<file path="config.mk">
export PLATFORM = sky130hd
export DESIGN_NAME = tcw_ctrl_flat
export DESIGN_NICKNAME = d
export VERILOG_FILES = /design/src/rtl/tcw_pkg.sv /design/src/rtl/tcw_chan_if.sv /design/src/rtl/tcw_ctrl.sv /design/src/flat_wrapper.sv
export VERILOG_INCLUDE_DIRS = /design/src /design/src/rtl
export SDC_FILE = /design/constraint.sdc
export NUM_CORES = 1
export LEC_CHECK = 0
export BUFFER_PORTS_ARGS = -buffer_cell sky130_fd_sc_hd__buf_4
export CORE_ASPECT_RATIO = 1.2
export CORE_MARGIN = 2
export CORE_UTILIZATION = 30
export DETAILED_ROUTE_END_ITERATION = 6
export PLACE_DENSITY = 0.46
export SYNTH_ARGS = -nofsm -noshare
export SYNTH_HDL_FRONTEND = slang
export SYNTH_SLANG_ARGS = --single-unit
</file>
<file path="constraint.sdc">
create_clock -name clk -period 7.16 [get_ports clk]
set_input_delay 0.716 -clock clk [delete_from_list [all_inputs] [get_ports clk]]
set_output_delay 0.716 -clock clk [all_outputs]
set_load 0.02 [all_outputs]
</file>
<file path="src/rtl/text_console_writer_defines.svh">
// assertion macros shared by the text console rtl
// no dependencies; included by the files that carry concurrent checks
`ifndef TEXT_CONSOLE_WRITER_DEFINES_SVH
`define TEXT_CONSOLE_WRITER_DEFINES_SVH

// same-cycle implication, disabled while reset is high
`define TCW_CHECK_NOW(label, clk, rst, ante, cons, msg) \
  label: assert property (@(posedge clk) disable iff (rst) (ante) |-> (cons)) \
    else $error(msg);

// next-cycle implication, disabled while reset is high
`define TCW_CHECK_NEXT(label, clk, rst, ante, cons, msg) \
  label: assert property (@(posedge clk) disable iff (rst) (ante) |=> (cons)) \
    else $error(msg);

`endif

</file>
<file path="src/rtl/tcw_pkg.sv">
// types and constants of the text console writer
// no dependencies; imported by the interface users, controller and top level
package tcw_pkg;

  // operation codes carried in the func field
  typedef enum logic [1:0] {
    FUNC_WRITE = 2'd0,
    FUNC_CLEAR = 2'd1,
    FUNC_READ  = 2'd2,
    FUNC_NOP   = 2'd3
  } tcw_func_t;

  localparam logic [7:0] SPACE_CODE   = 8'h20;
  localparam logic [7:0] NEWLINE_CODE = 8'h0A;
  localparam logic [7:0] COLOR_RESET  = 8'h07;

  // request transaction
  typedef struct packed {
    logic [1:0] func;
    logic [7:0] char_code;
    logic [6:0] read_col;
    logic [4:0] read_row;
  } tcw_req_t;

  // response transaction
  typedef struct packed {
    logic [6:0] cursor_col;
    logic [4:0] cursor_row;
    logic [7:0] cell_char;
    logic [7:0] cell_attr;
  } tcw_rsp_t;

  // strobes from the controller to the cell store
  typedef struct packed {
    logic char_we;
    logic attr_we;
    logic rd_en;
  } tcw_mem_ctl_t;

endpackage

</file>
<file path="src/rtl/tcw_chan_if.sv">
// valid/ready channel carrying one payload per transaction
// payload type is a parameter; no package dependency
interface tcw_chan_if #(
  parameter type payload_t = logic
) ();
  logic     valid;
  logic     ready;
  payload_t data;

  modport source (output valid, output data, input ready);
  modport sink (input valid, input data, output ready);
endinterface

</file>
<file path="src/rtl/tcw_ctrl.sv">
// cursor, scroll offset and operation sequencer of the text console
// depends on tcw_pkg, tcw_chan_if and the assertion macro header
`include "text_console_writer_defines.svh"

module tcw_ctrl #(
  parameter int COLS = 80,
  parameter int ROWS = 25,
  localparam int AW = $clog2(COLS * ROWS)
) (
  input  logic                  clk,
  input  logic                  rst,
  input  logic                  cfg_we,
  input  logic [7:0]            cfg_wdata,
  tcw_chan_if.sink              req,
  tcw_chan_if.source            rsp,
  output tcw_pkg::tcw_mem_ctl_t mem_ctl,
  output logic [AW-1:0]         char_addr,
  output logic [AW-1:0]         attr_addr,
  output logic [7:0]            char_wdata,
  output logic [7:0]            attr_wdata,
  input  logic [7:0]            char_rdata,
  input  logic [7:0]            attr_rdata
);
  import tcw_pkg::*;

  localparam int CELLS = COLS * ROWS;
  localparam int CW = $clog2(COLS);
  localparam int RW = $clog2(ROWS);
  localparam logic [AW-1:0] LAST_CELL = AW'(CELLS - 1);
  localparam logic [AW-1:0] LAST_COL_A = AW'(COLS - 1);
  localparam logic [AW-1:0] COLS_A = AW'(COLS);
  localparam logic [CW-1:0] LAST_COL = CW'(COLS - 1);
  localparam logic [RW-1:0] LAST_ROW = RW'(ROWS - 1);
  localparam logic [RW:0] ROWS_W = (RW + 1)'(ROWS);

  typedef enum logic [2:0] {
    ST_INIT,
    ST_IDLE,
    ST_EXEC,
    ST_SCROLL,
    ST_CLEAR,
    ST_FINISH
  } state_t;

  state_t        state, state_next;
  logic [AW-1:0] cnt, cnt_next;
  logic [CW-1:0] cur_col, cur_col_next;
  logic [RW-1:0] cur_row, cur_row_next;
  logic [RW-1:0] base, base_next;
  logic [7:0]    text_color;
  tcw_req_t      item, item_next;
  logic          rd_hit, rd_hit_next;
  logic          rsp_valid, rsp_valid_next;
  tcw_rsp_t      rsp_data, rsp_data_next;

  logic          read_ok;
  logic [CW-1:0] rd_col;
  logic [RW-1:0] rd_row;
  logic          row_inc;

  // logical screen row to physical character row (rows rotate on scroll)
  function automatic logic [RW-1:0] phys_row(input logic [RW-1:0] lrow,
                                             input logic [RW-1:0] b);
    logic [RW:0] sum;
    sum = {1'b0, lrow} + {1'b0, b};
    if (sum >= ROWS_W) begin
      sum = sum - ROWS_W;
    end
    return sum[RW-1:0];
  endfunction

  // row and column to linear cell address
  function automatic logic [AW-1:0] lin(input logic [RW-1:0] row,
                                        input logic [CW-1:0] col);
    return AW'(row) * COLS_A + AW'(col);
  endfunction

  // read coordinates and range check
  assign read_ok = ({1'b0, item.read_col} < 8'(COLS)) && ({2'b0, item.read_row} < 7'(ROWS));
  assign rd_col  = CW'(item.read_col);
  assign rd_row  = RW'(item.read_row);

  assign req.ready  = (state == ST_IDLE);
  assign rsp.valid  = rsp_valid;
  assign rsp.data   = rsp_data;

  // sequencer next state and memory access
  always_comb begin
    state_next     = state;
    cnt_next       = cnt;
    cur_col_next   = cur_col;
    cur_row_next   = cur_row;
    base_next      = base;
    item_next      = item;
    rd_hit_next    = rd_hit;
    rsp_valid_next = rsp_valid && !rsp.ready;
    rsp_data_next  = rsp_data;
    row_inc        = 1'b0;
    mem_ctl        = '0;
    char_addr      = lin(phys_row(cur_row, base), cur_col);
    attr_addr      = lin(cur_row, cur_col);
    char_wdata     = item.char_code;
    attr_wdata     = text_color;

    case (state)
      ST_INIT: begin
        mem_ctl.char_we = 1'b1;
        mem_ctl.attr_we = 1'b1;
        char_addr       = cnt;
        attr_addr       = cnt;
        char_wdata      = SPACE_CODE;
        attr_wdata      = '0;
        if (cnt == LAST_CELL) begin
          cnt_next   = '0;
          state_next = ST_IDLE;
        end else begin
          cnt_next = cnt + 1'b1;
        end
      end

      ST_IDLE: begin
        if (req.valid) begin
          item_next  = req.data;
          state_next = ST_EXEC;
        end
      end

      ST_EXEC: begin
        rd_hit_next = 1'b0;
        state_next  = ST_FINISH;
        case (item.func)
          FUNC_WRITE: begin
            if (item.char_code == NEWLINE_CODE) begin
              cur_col_next = '0;
              row_inc      = 1'b1;
            end else begin
              mem_ctl.char_we = 1'b1;
              mem_ctl.attr_we = 1'b1;
              if (cur_col == LAST_COL) begin
                cur_col_next = '0;
                row_inc      = 1'b1;
              end else begin
                cur_col_next = cur_col + 1'b1;
              end
            end
            if (row_inc) begin
              if (cur_row == LAST_ROW) begin
                cnt_next   = '0;
                state_next = ST_SCROLL;
              end else begin
                cur_row_next = cur_row + 1'b1;
              end
            end
          end
          FUNC_CLEAR: begin
            cnt_next   = '0;
            state_next = ST_CLEAR;
          end
          FUNC_READ: begin
            if (read_ok) begin
              mem_ctl.rd_en = 1'b1;
              char_addr     = lin(phys_row(rd_row, base), rd_col);
              attr_addr     = lin(rd_row, rd_col);
              rd_hit_next   = 1'b1;
            end
          end
          default: begin
            state_next = ST_FINISH;
          end
        endcase
      end

      // blank the oldest physical row, which becomes the new bottom row
      ST_SCROLL: begin
        mem_ctl.char_we = 1'b1;
        char_addr       = lin(base, CW'(cnt));
        char_wdata      = SPACE_CODE;
        if (cnt == LAST_COL_A) begin
          cnt_next   = '0;
          base_next  = (base == LAST_ROW) ? '0 : base + 1'b1;
          state_next = ST_FINISH;
        end else begin
          cnt_next = cnt + 1'b1;
        end
      end

      ST_CLEAR: begin
        mem_ctl.char_we = 1'b1;
        mem_ctl.attr_we = 1'b1;
        char_addr       = cnt;
        attr_addr       = cnt;
        char_wdata      = SPACE_CODE;
        if (cnt == LAST_CELL) begin
          cnt_next     = '0;
          cur_col_next = '0;
          cur_row_next = '0;
          base_next    = '0;
          state_next   = ST_FINISH;
        end else begin
          cnt_next = cnt + 1'b1;
        end
      end

      ST_FINISH: begin
        if (!rsp_valid || rsp.ready) begin
          rsp_valid_next           = 1'b1;
          rsp_data_next.cursor_col = 7'(cur_col);
          rsp_data_next.cursor_row = 5'(cur_row);
          rsp_data_next.cell_char  = rd_hit ? char_rdata : 8'h00;
          rsp_data_next.cell_attr  = rd_hit ? attr_rdata : 8'h00;
          state_next               = ST_IDLE;
        end
      end

      default: begin
        state_next = ST_INIT;
      end
    endcase
  end

  // state, cursor and result register
  always_ff @(posedge clk) begin
    if (rst) begin
      state     <= ST_INIT;
      cnt       <= '0;
      cur_col   <= '0;
      cur_row   <= '0;
      base      <= '0;
      rd_hit    <= 1'b0;
      rsp_valid <= 1'b0;
    end else begin
      state     <= state_next;
      cnt       <= cnt_next;
      cur_col   <= cur_col_next;
      cur_row   <= cur_row_next;
      base      <= base_next;
      rd_hit    <= rd_hit_next;
      rsp_valid <= rsp_valid_next;
    end
    item     <= item_next;
    rsp_data <= rsp_data_next;
  end

  // colour register
  always_ff @(posedge clk) begin
    if (rst) begin
      text_color <= COLOR_RESET;
    end else if (cfg_we) begin
      text_color <= cfg_wdata;
    end
  end

  // checks
  `TCW_CHECK_NOW(a_cursor_on_screen, clk, rst, 1'b1, (cur_col <= LAST_COL) && (cur_row <= LAST_ROW), "cursor off screen")
  `TCW_CHECK_NOW(a_base_in_range, clk, rst, 1'b1, base <= LAST_ROW, "scroll offset out of range")
  `TCW_CHECK_NEXT(a_accept_executes, clk, rst, req.valid && req.ready, state == ST_EXEC, "accepted transaction not executed")
  `TCW_CHECK_NOW(a_quiet_memory, clk, rst, (state == ST_IDLE) || (state == ST_FINISH), !mem_ctl.char_we && !mem_ctl.attr_we && !mem_ctl.rd_en, "memory access outside a pass")
  `TCW_CHECK_NEXT(a_read_lands, clk, rst, mem_ctl.rd_en, (state == ST_FINISH) && rd_hit, "cell read not returned")

endmodule

</file>
<file path="src/flat_wrapper.sv">
// flat-port wrapper written by rule: the top's interface ports become plain ports
module tcw_ctrl_flat import tcw_pkg::*;
#(
  parameter int COLS = 80,
  parameter int ROWS = 25,
  localparam int AW = $clog2(COLS * ROWS)
)
  (clk, rst, cfg_we, cfg_wdata, mem_ctl, char_addr, attr_addr, char_wdata, attr_wdata, char_rdata, attr_rdata, req_valid, req_data, req_ready, rsp_valid, rsp_data, rsp_ready);
  tcw_chan_if req_i ();
  tcw_chan_if rsp_i ();
  input  logic clk;
  input  logic rst;
  input  logic cfg_we;
  input  logic [7:0] cfg_wdata;
  output tcw_pkg::tcw_mem_ctl_t mem_ctl;
  output logic [AW-1:0] char_addr;
  output logic [AW-1:0] attr_addr;
  output logic [7:0] char_wdata;
  output logic [7:0] attr_wdata;
  input  logic [7:0] char_rdata;
  input  logic [7:0] attr_rdata;
  input wire logic [$bits(req_i.valid)-1:0] req_valid;
  input wire logic [$bits(req_i.data)-1:0] req_data;
  output wire logic [$bits(req_i.ready)-1:0] req_ready;
  output wire logic [$bits(rsp_i.valid)-1:0] rsp_valid;
  output wire logic [$bits(rsp_i.data)-1:0] rsp_data;
  input wire logic [$bits(rsp_i.ready)-1:0] rsp_ready;
  assign req_i.valid = req_valid;
  assign req_i.data = req_data;
  assign req_ready = req_i.ready;
  assign rsp_valid = rsp_i.valid;
  assign rsp_data = rsp_i.data;
  assign rsp_i.ready = rsp_ready;
  tcw_ctrl #(.COLS(COLS), .ROWS(ROWS)) u_core (.clk(clk), .rst(rst), .cfg_we(cfg_we), .cfg_wdata(cfg_wdata), .req(req_i), .rsp(rsp_i), .mem_ctl(mem_ctl), .char_addr(char_addr), .attr_addr(attr_addr), .char_wdata(char_wdata), .attr_wdata(attr_wdata), .char_rdata(char_rdata), .attr_rdata(attr_rdata));
endmodule
</file>
==> results.sh <==
export IMPL_status="finished, final reports clean"
export IMPL_holdBufCountCts=0
export IMPL_cp_common_cell="ha_1"
export IMPL_maxSlewViolCount=0
export IMPL_synth_ff_type="dfxtp_1"
export IMPL_crit_reg2reg_capture="u_core.cnt[1]"
export IMPL_start_kind="flip-flop"
export IMPL_grt_total_usage=0.1484
export IMPL_synth_seq_cells=40
export IMPL_nets=554
export IMPL_rsz0062_at_grt="no"
export IMPL_ys_top_cells_by_area="dfxtp_1, ha_1, xor2_1"
export IMPL_routedWlPerCell_um=15.13
export IMPL_tritoncts="yes"
export IMPL_drt_iter0_markers=97
export IMPL_post_place_cells=631
export IMPL_maxCapViolCount=0
export IMPL_drt_wl_total_mm=9.665
export IMPL_num_io_pins=74
export IMPL_route_detailed_drc=0
export IMPL_cts_buffers=5
export IMPL_core_um2=11950
export IMPL_whs_endpoint="u_core.text_color[5]"
export IMPL_grt_start_max_net_pins=30
export IMPL_avgSynthCellArea_um2=8.247
export IMPL_dp_slack_ns=1.523
export IMPL_dr_pass1_iters=4
export IMPL_hp_class="flip-flop to flip-flop"
export IMPL_antenna_found_initial=0
export IMPL_grt_remaining_overflow=0
export IMPL_hold_viol=0
export IMPL_path_clk_slew_ns=0.06
export IMPL_synth_top_area_share=0.2207
export IMPL_cts_sinks=40
export IMPL_cts_resized=0
export IMPL_yosysUniqueCellTypes=57
export IMPL_final_util=0.3552
export IMPL_min_period_ns=5.936
export IMPL_worstSetupPathType="flip-flop to output pin"
export IMPL_path_cells="ha_1 -> inv_1 -> fa_1 -> nand2b_1 -> a21oi_1 -> xor2_1 -> a31oi_1 -> mux2i_1 -> ha_1 -> ha_1 -> fa_1 -> nand3_1 -> a221o_1 -> a221oi_1 -> xor2_1 -> o21ai_0 -> buf_4"
export IMPL_vias=3177
export IMPL_antenna_left=0
export IMPL_setup_tns_ns=0
export IMPL_crit_path_end_kind="output pin"
export IMPL_stdcell_count=639
export IMPL_max_freq_ghz=0.1685
export IMPL_worst_slew_pin_slew_ns=0.9531
export IMPL_reg2reg_depth=8
export IMPL_grt_pass1_vias=2990
export IMPL_nFillCells=1294
export IMPL_timing_slew_headroom=0.3609
export IMPL_slowest_stage="fa_1"
export IMPL_crit_fanout=7
export IMPL_die_w_um=104.4
export IMPL_ir_drop_mv=0.1083
export IMPL_whs_path_depth=2
export IMPL_die_height_um=124.5
export IMPL_cp_data_arrival_time_ns=5.22
export IMPL_netlist_instances=440
export IMPL_fin_worst_skew_ns=0.008865
export IMPL_setup_viol=0
export IMPL_cts_path_max_buffers=2
export IMPL_root_buffer="clkbuf_16"
export IMPL_p_leak_nw=1.945
export IMPL_place_hpwl_mm=7.402
export IMPL_post_cts_setup_buffers=0
export IMPL_swShare=0.2279
export IMPL_finalCritPeriodShare=0.8290
export IMPL_syn_cell_area_um2=3628
export IMPL_regToRegSetupSlack_ns=4.77
export IMPL_min_from="u_core.text_color[5]"
export IMPL_fin_ws_ns=1.224
export IMPL_start_util=0.3037
export IMPL_combinationalPowerShare=0.065
export IMPL_yosysMostFrequentCell="nand2_1"
export IMPL_place_congestion=0.8334
export IMPL_p_per_area_nw_per_um2=123.8
export IMPL_n_antenna_cell=0
export IMPL_async_flop_share=0
export IMPL_clk_latency_ns=0.29
export IMPL_p_int_uw=405.7
export IMPL_synthToLayoutAreaGrowth_pct=16.93
export IMPL_numPortBuffers=47
export IMPL_grt_first_pass_wirelength_mm=15.49
export IMPL_layout_drive_gt1_share=0.1485
export IMPL_p_clk_frac=0.496
export IMPL_required_ns=6.44
export IMPL_rows=44
export IMPL_synth_largest_area_cell="dfxtp_1"
export IMPL_dieArea_um2=12990
export IMPL_htree_levels=2
export IMPL_synth_edf_count=0
export IMPL_holdWs_ns=0.4862
export IMPL_sequentialPowerShare=0.439
export IMPL_cpPeakStageDelay_ns=0.56
export IMPL_yosysWarningCount=0
export IMPL_r2r_start="u_core.cur_row[1]"
export IMPL_yosys_top_cells_count="nand2_1, nor2_1, dfxtp_1, ha_1, a21oi_1"
export IMPL_viasPerCell=4.972
export IMPL_p_sw_uw=119.7
export IMPL_synth_seq_area_share=0.2207
power by group through the flow:
stage / clock, mW / combinational, mW / sequential, mW
2_1_floorplan: 0 / 0.0271 / 0.234
3_3_place_gp: 0 / 0.0342 / 0.236
4_1_cts: 0.265 / 0.0349 / 0.231
3_5_place_dp: 0 / 0.0347 / 0.236
5_1_grt: 0.275 / 0.0376 / 0.231
6_report: 0.260 / 0.0343 / 0.231
state kept, by name, summed over array words and instances (netlist names):
register / flops
u_core.rsp.valid: 1
u_core.cur_row: 5
u_core.cur_col: 7
u_core.text_color: 8
u_core.state: 3
u_core.base: 5
u_core.cnt: 11
critical path: cells and delay by family, from the launching register on:
kind / cells / cell delay (ns)
adder cells (fa/ha/maj): 5 / 1.75
AND/OR/NAND/NOR: 2 / 0.31
multiplexers: 1 / 0.43
flip-flops: 1 / 0.51
XOR/XNOR: 2 / 0.26
AO/OA/AOI/OAI: 5 / 1.45
buffers and inverters: 2 / 0.24
metal layers:
metal	global-route usage	vias to the layer above	wire, um
li1	-	1624	-
met1	0.1839	1501	4370
met4	0.03816	0	106
met2	0.2684	45	4933
met3	0.01936	7	255
met5	0	-	0
metrics by stage:
| stage | total power [mW] | area (um^2) |
|---|---|---|
| finish | 0.5254 | 4243 |
| global route | 0.5435 | 4243 |
| CTS | 0.5304 | 4243 |
| detailed placement | 0.2704 | 4075 |
| global placement | 0.2698 | 4075 |
| floorplan | 0.2611 | 3659 |
area by class of cell:
type | instances | area, um^2 | area share
Multi-Input combinational cell | 371 | 2671 | 0.6296
Timing Repair Buffer | 48 | 360.3 | 0.08493
Tap cell | 161 | 201.4 | 0.04748
Clock buffer | 5 | 125.1 | 0.02949
Inverter | 11 | 41.29 | 0.009732
Clock inverter | 3 | 42.54 | 0.01003
Sequential cell | 40 | 800.8 | 0.1887
cell families (layout without fill, tap and decap cells):
| group | after synthesis | in the layout | synth area share |
|---|---|---|---|
| AND/OR/NAND/NOR | 167 | 167 | 0.2321 |
| flip-flops | 40 | 40 | 0.2207 |
| other | 1 | 9 | 0.001033 |
| buffers and inverters | 37 | 67 | 0.05138 |
| AO/OA/AOI/OAI | 93 | 93 | 0.1779 |
| adder cells (fa/ha/maj) | 47 | 47 | 0.1766 |
| multiplexers | 17 | 17 | 0.04862 |
| XOR/XNOR | 38 | 38 | 0.09172 |
cells in the final DEF (no fill, tap or decap), types with 7 or more instances in the layout:
master / synthesis / layout
nor2_1: 45 / 45
ha_1: 40 / 40
a21oi_1: 25 / 25
nor2b_1: 16 / 16
fa_1: 7 / 7
nand2_1: 49 / 49
a311oi_1: 9 / 9
nand4_1: 13 / 13
a21o_1: 11 / 11
buf_4: 9 / 48
conb_1: 1 / 9
nand2b_1: 9 / 9
xor2_1: 23 / 23
nand3_1: 8 / 8
xnor2_1: 15 / 15
mux2i_1: 12 / 12
o21ai_0: 16 / 16
dfxtp_1: 40 / 40
inv_1: 11 / 11
how the worst max path moves through the flow:
stage,startpoint,to,slack (ns),cells past startpoint
after CTS,u_core.base[0],char_addr[10],1.18,17
after floorplan,u_core.base[0],char_addr[10],1.98,15
after global routing,u_core.base[0],char_addr[10],0.86,17
final,u_core.base[0],char_addr[10],1.22,17
after global placement,u_core.base[0],char_addr[10],1.62,17
after detailed placement,u_core.base[0],char_addr[10],1.52,17
Note: power is estimated with default switching activity, not from simulation.
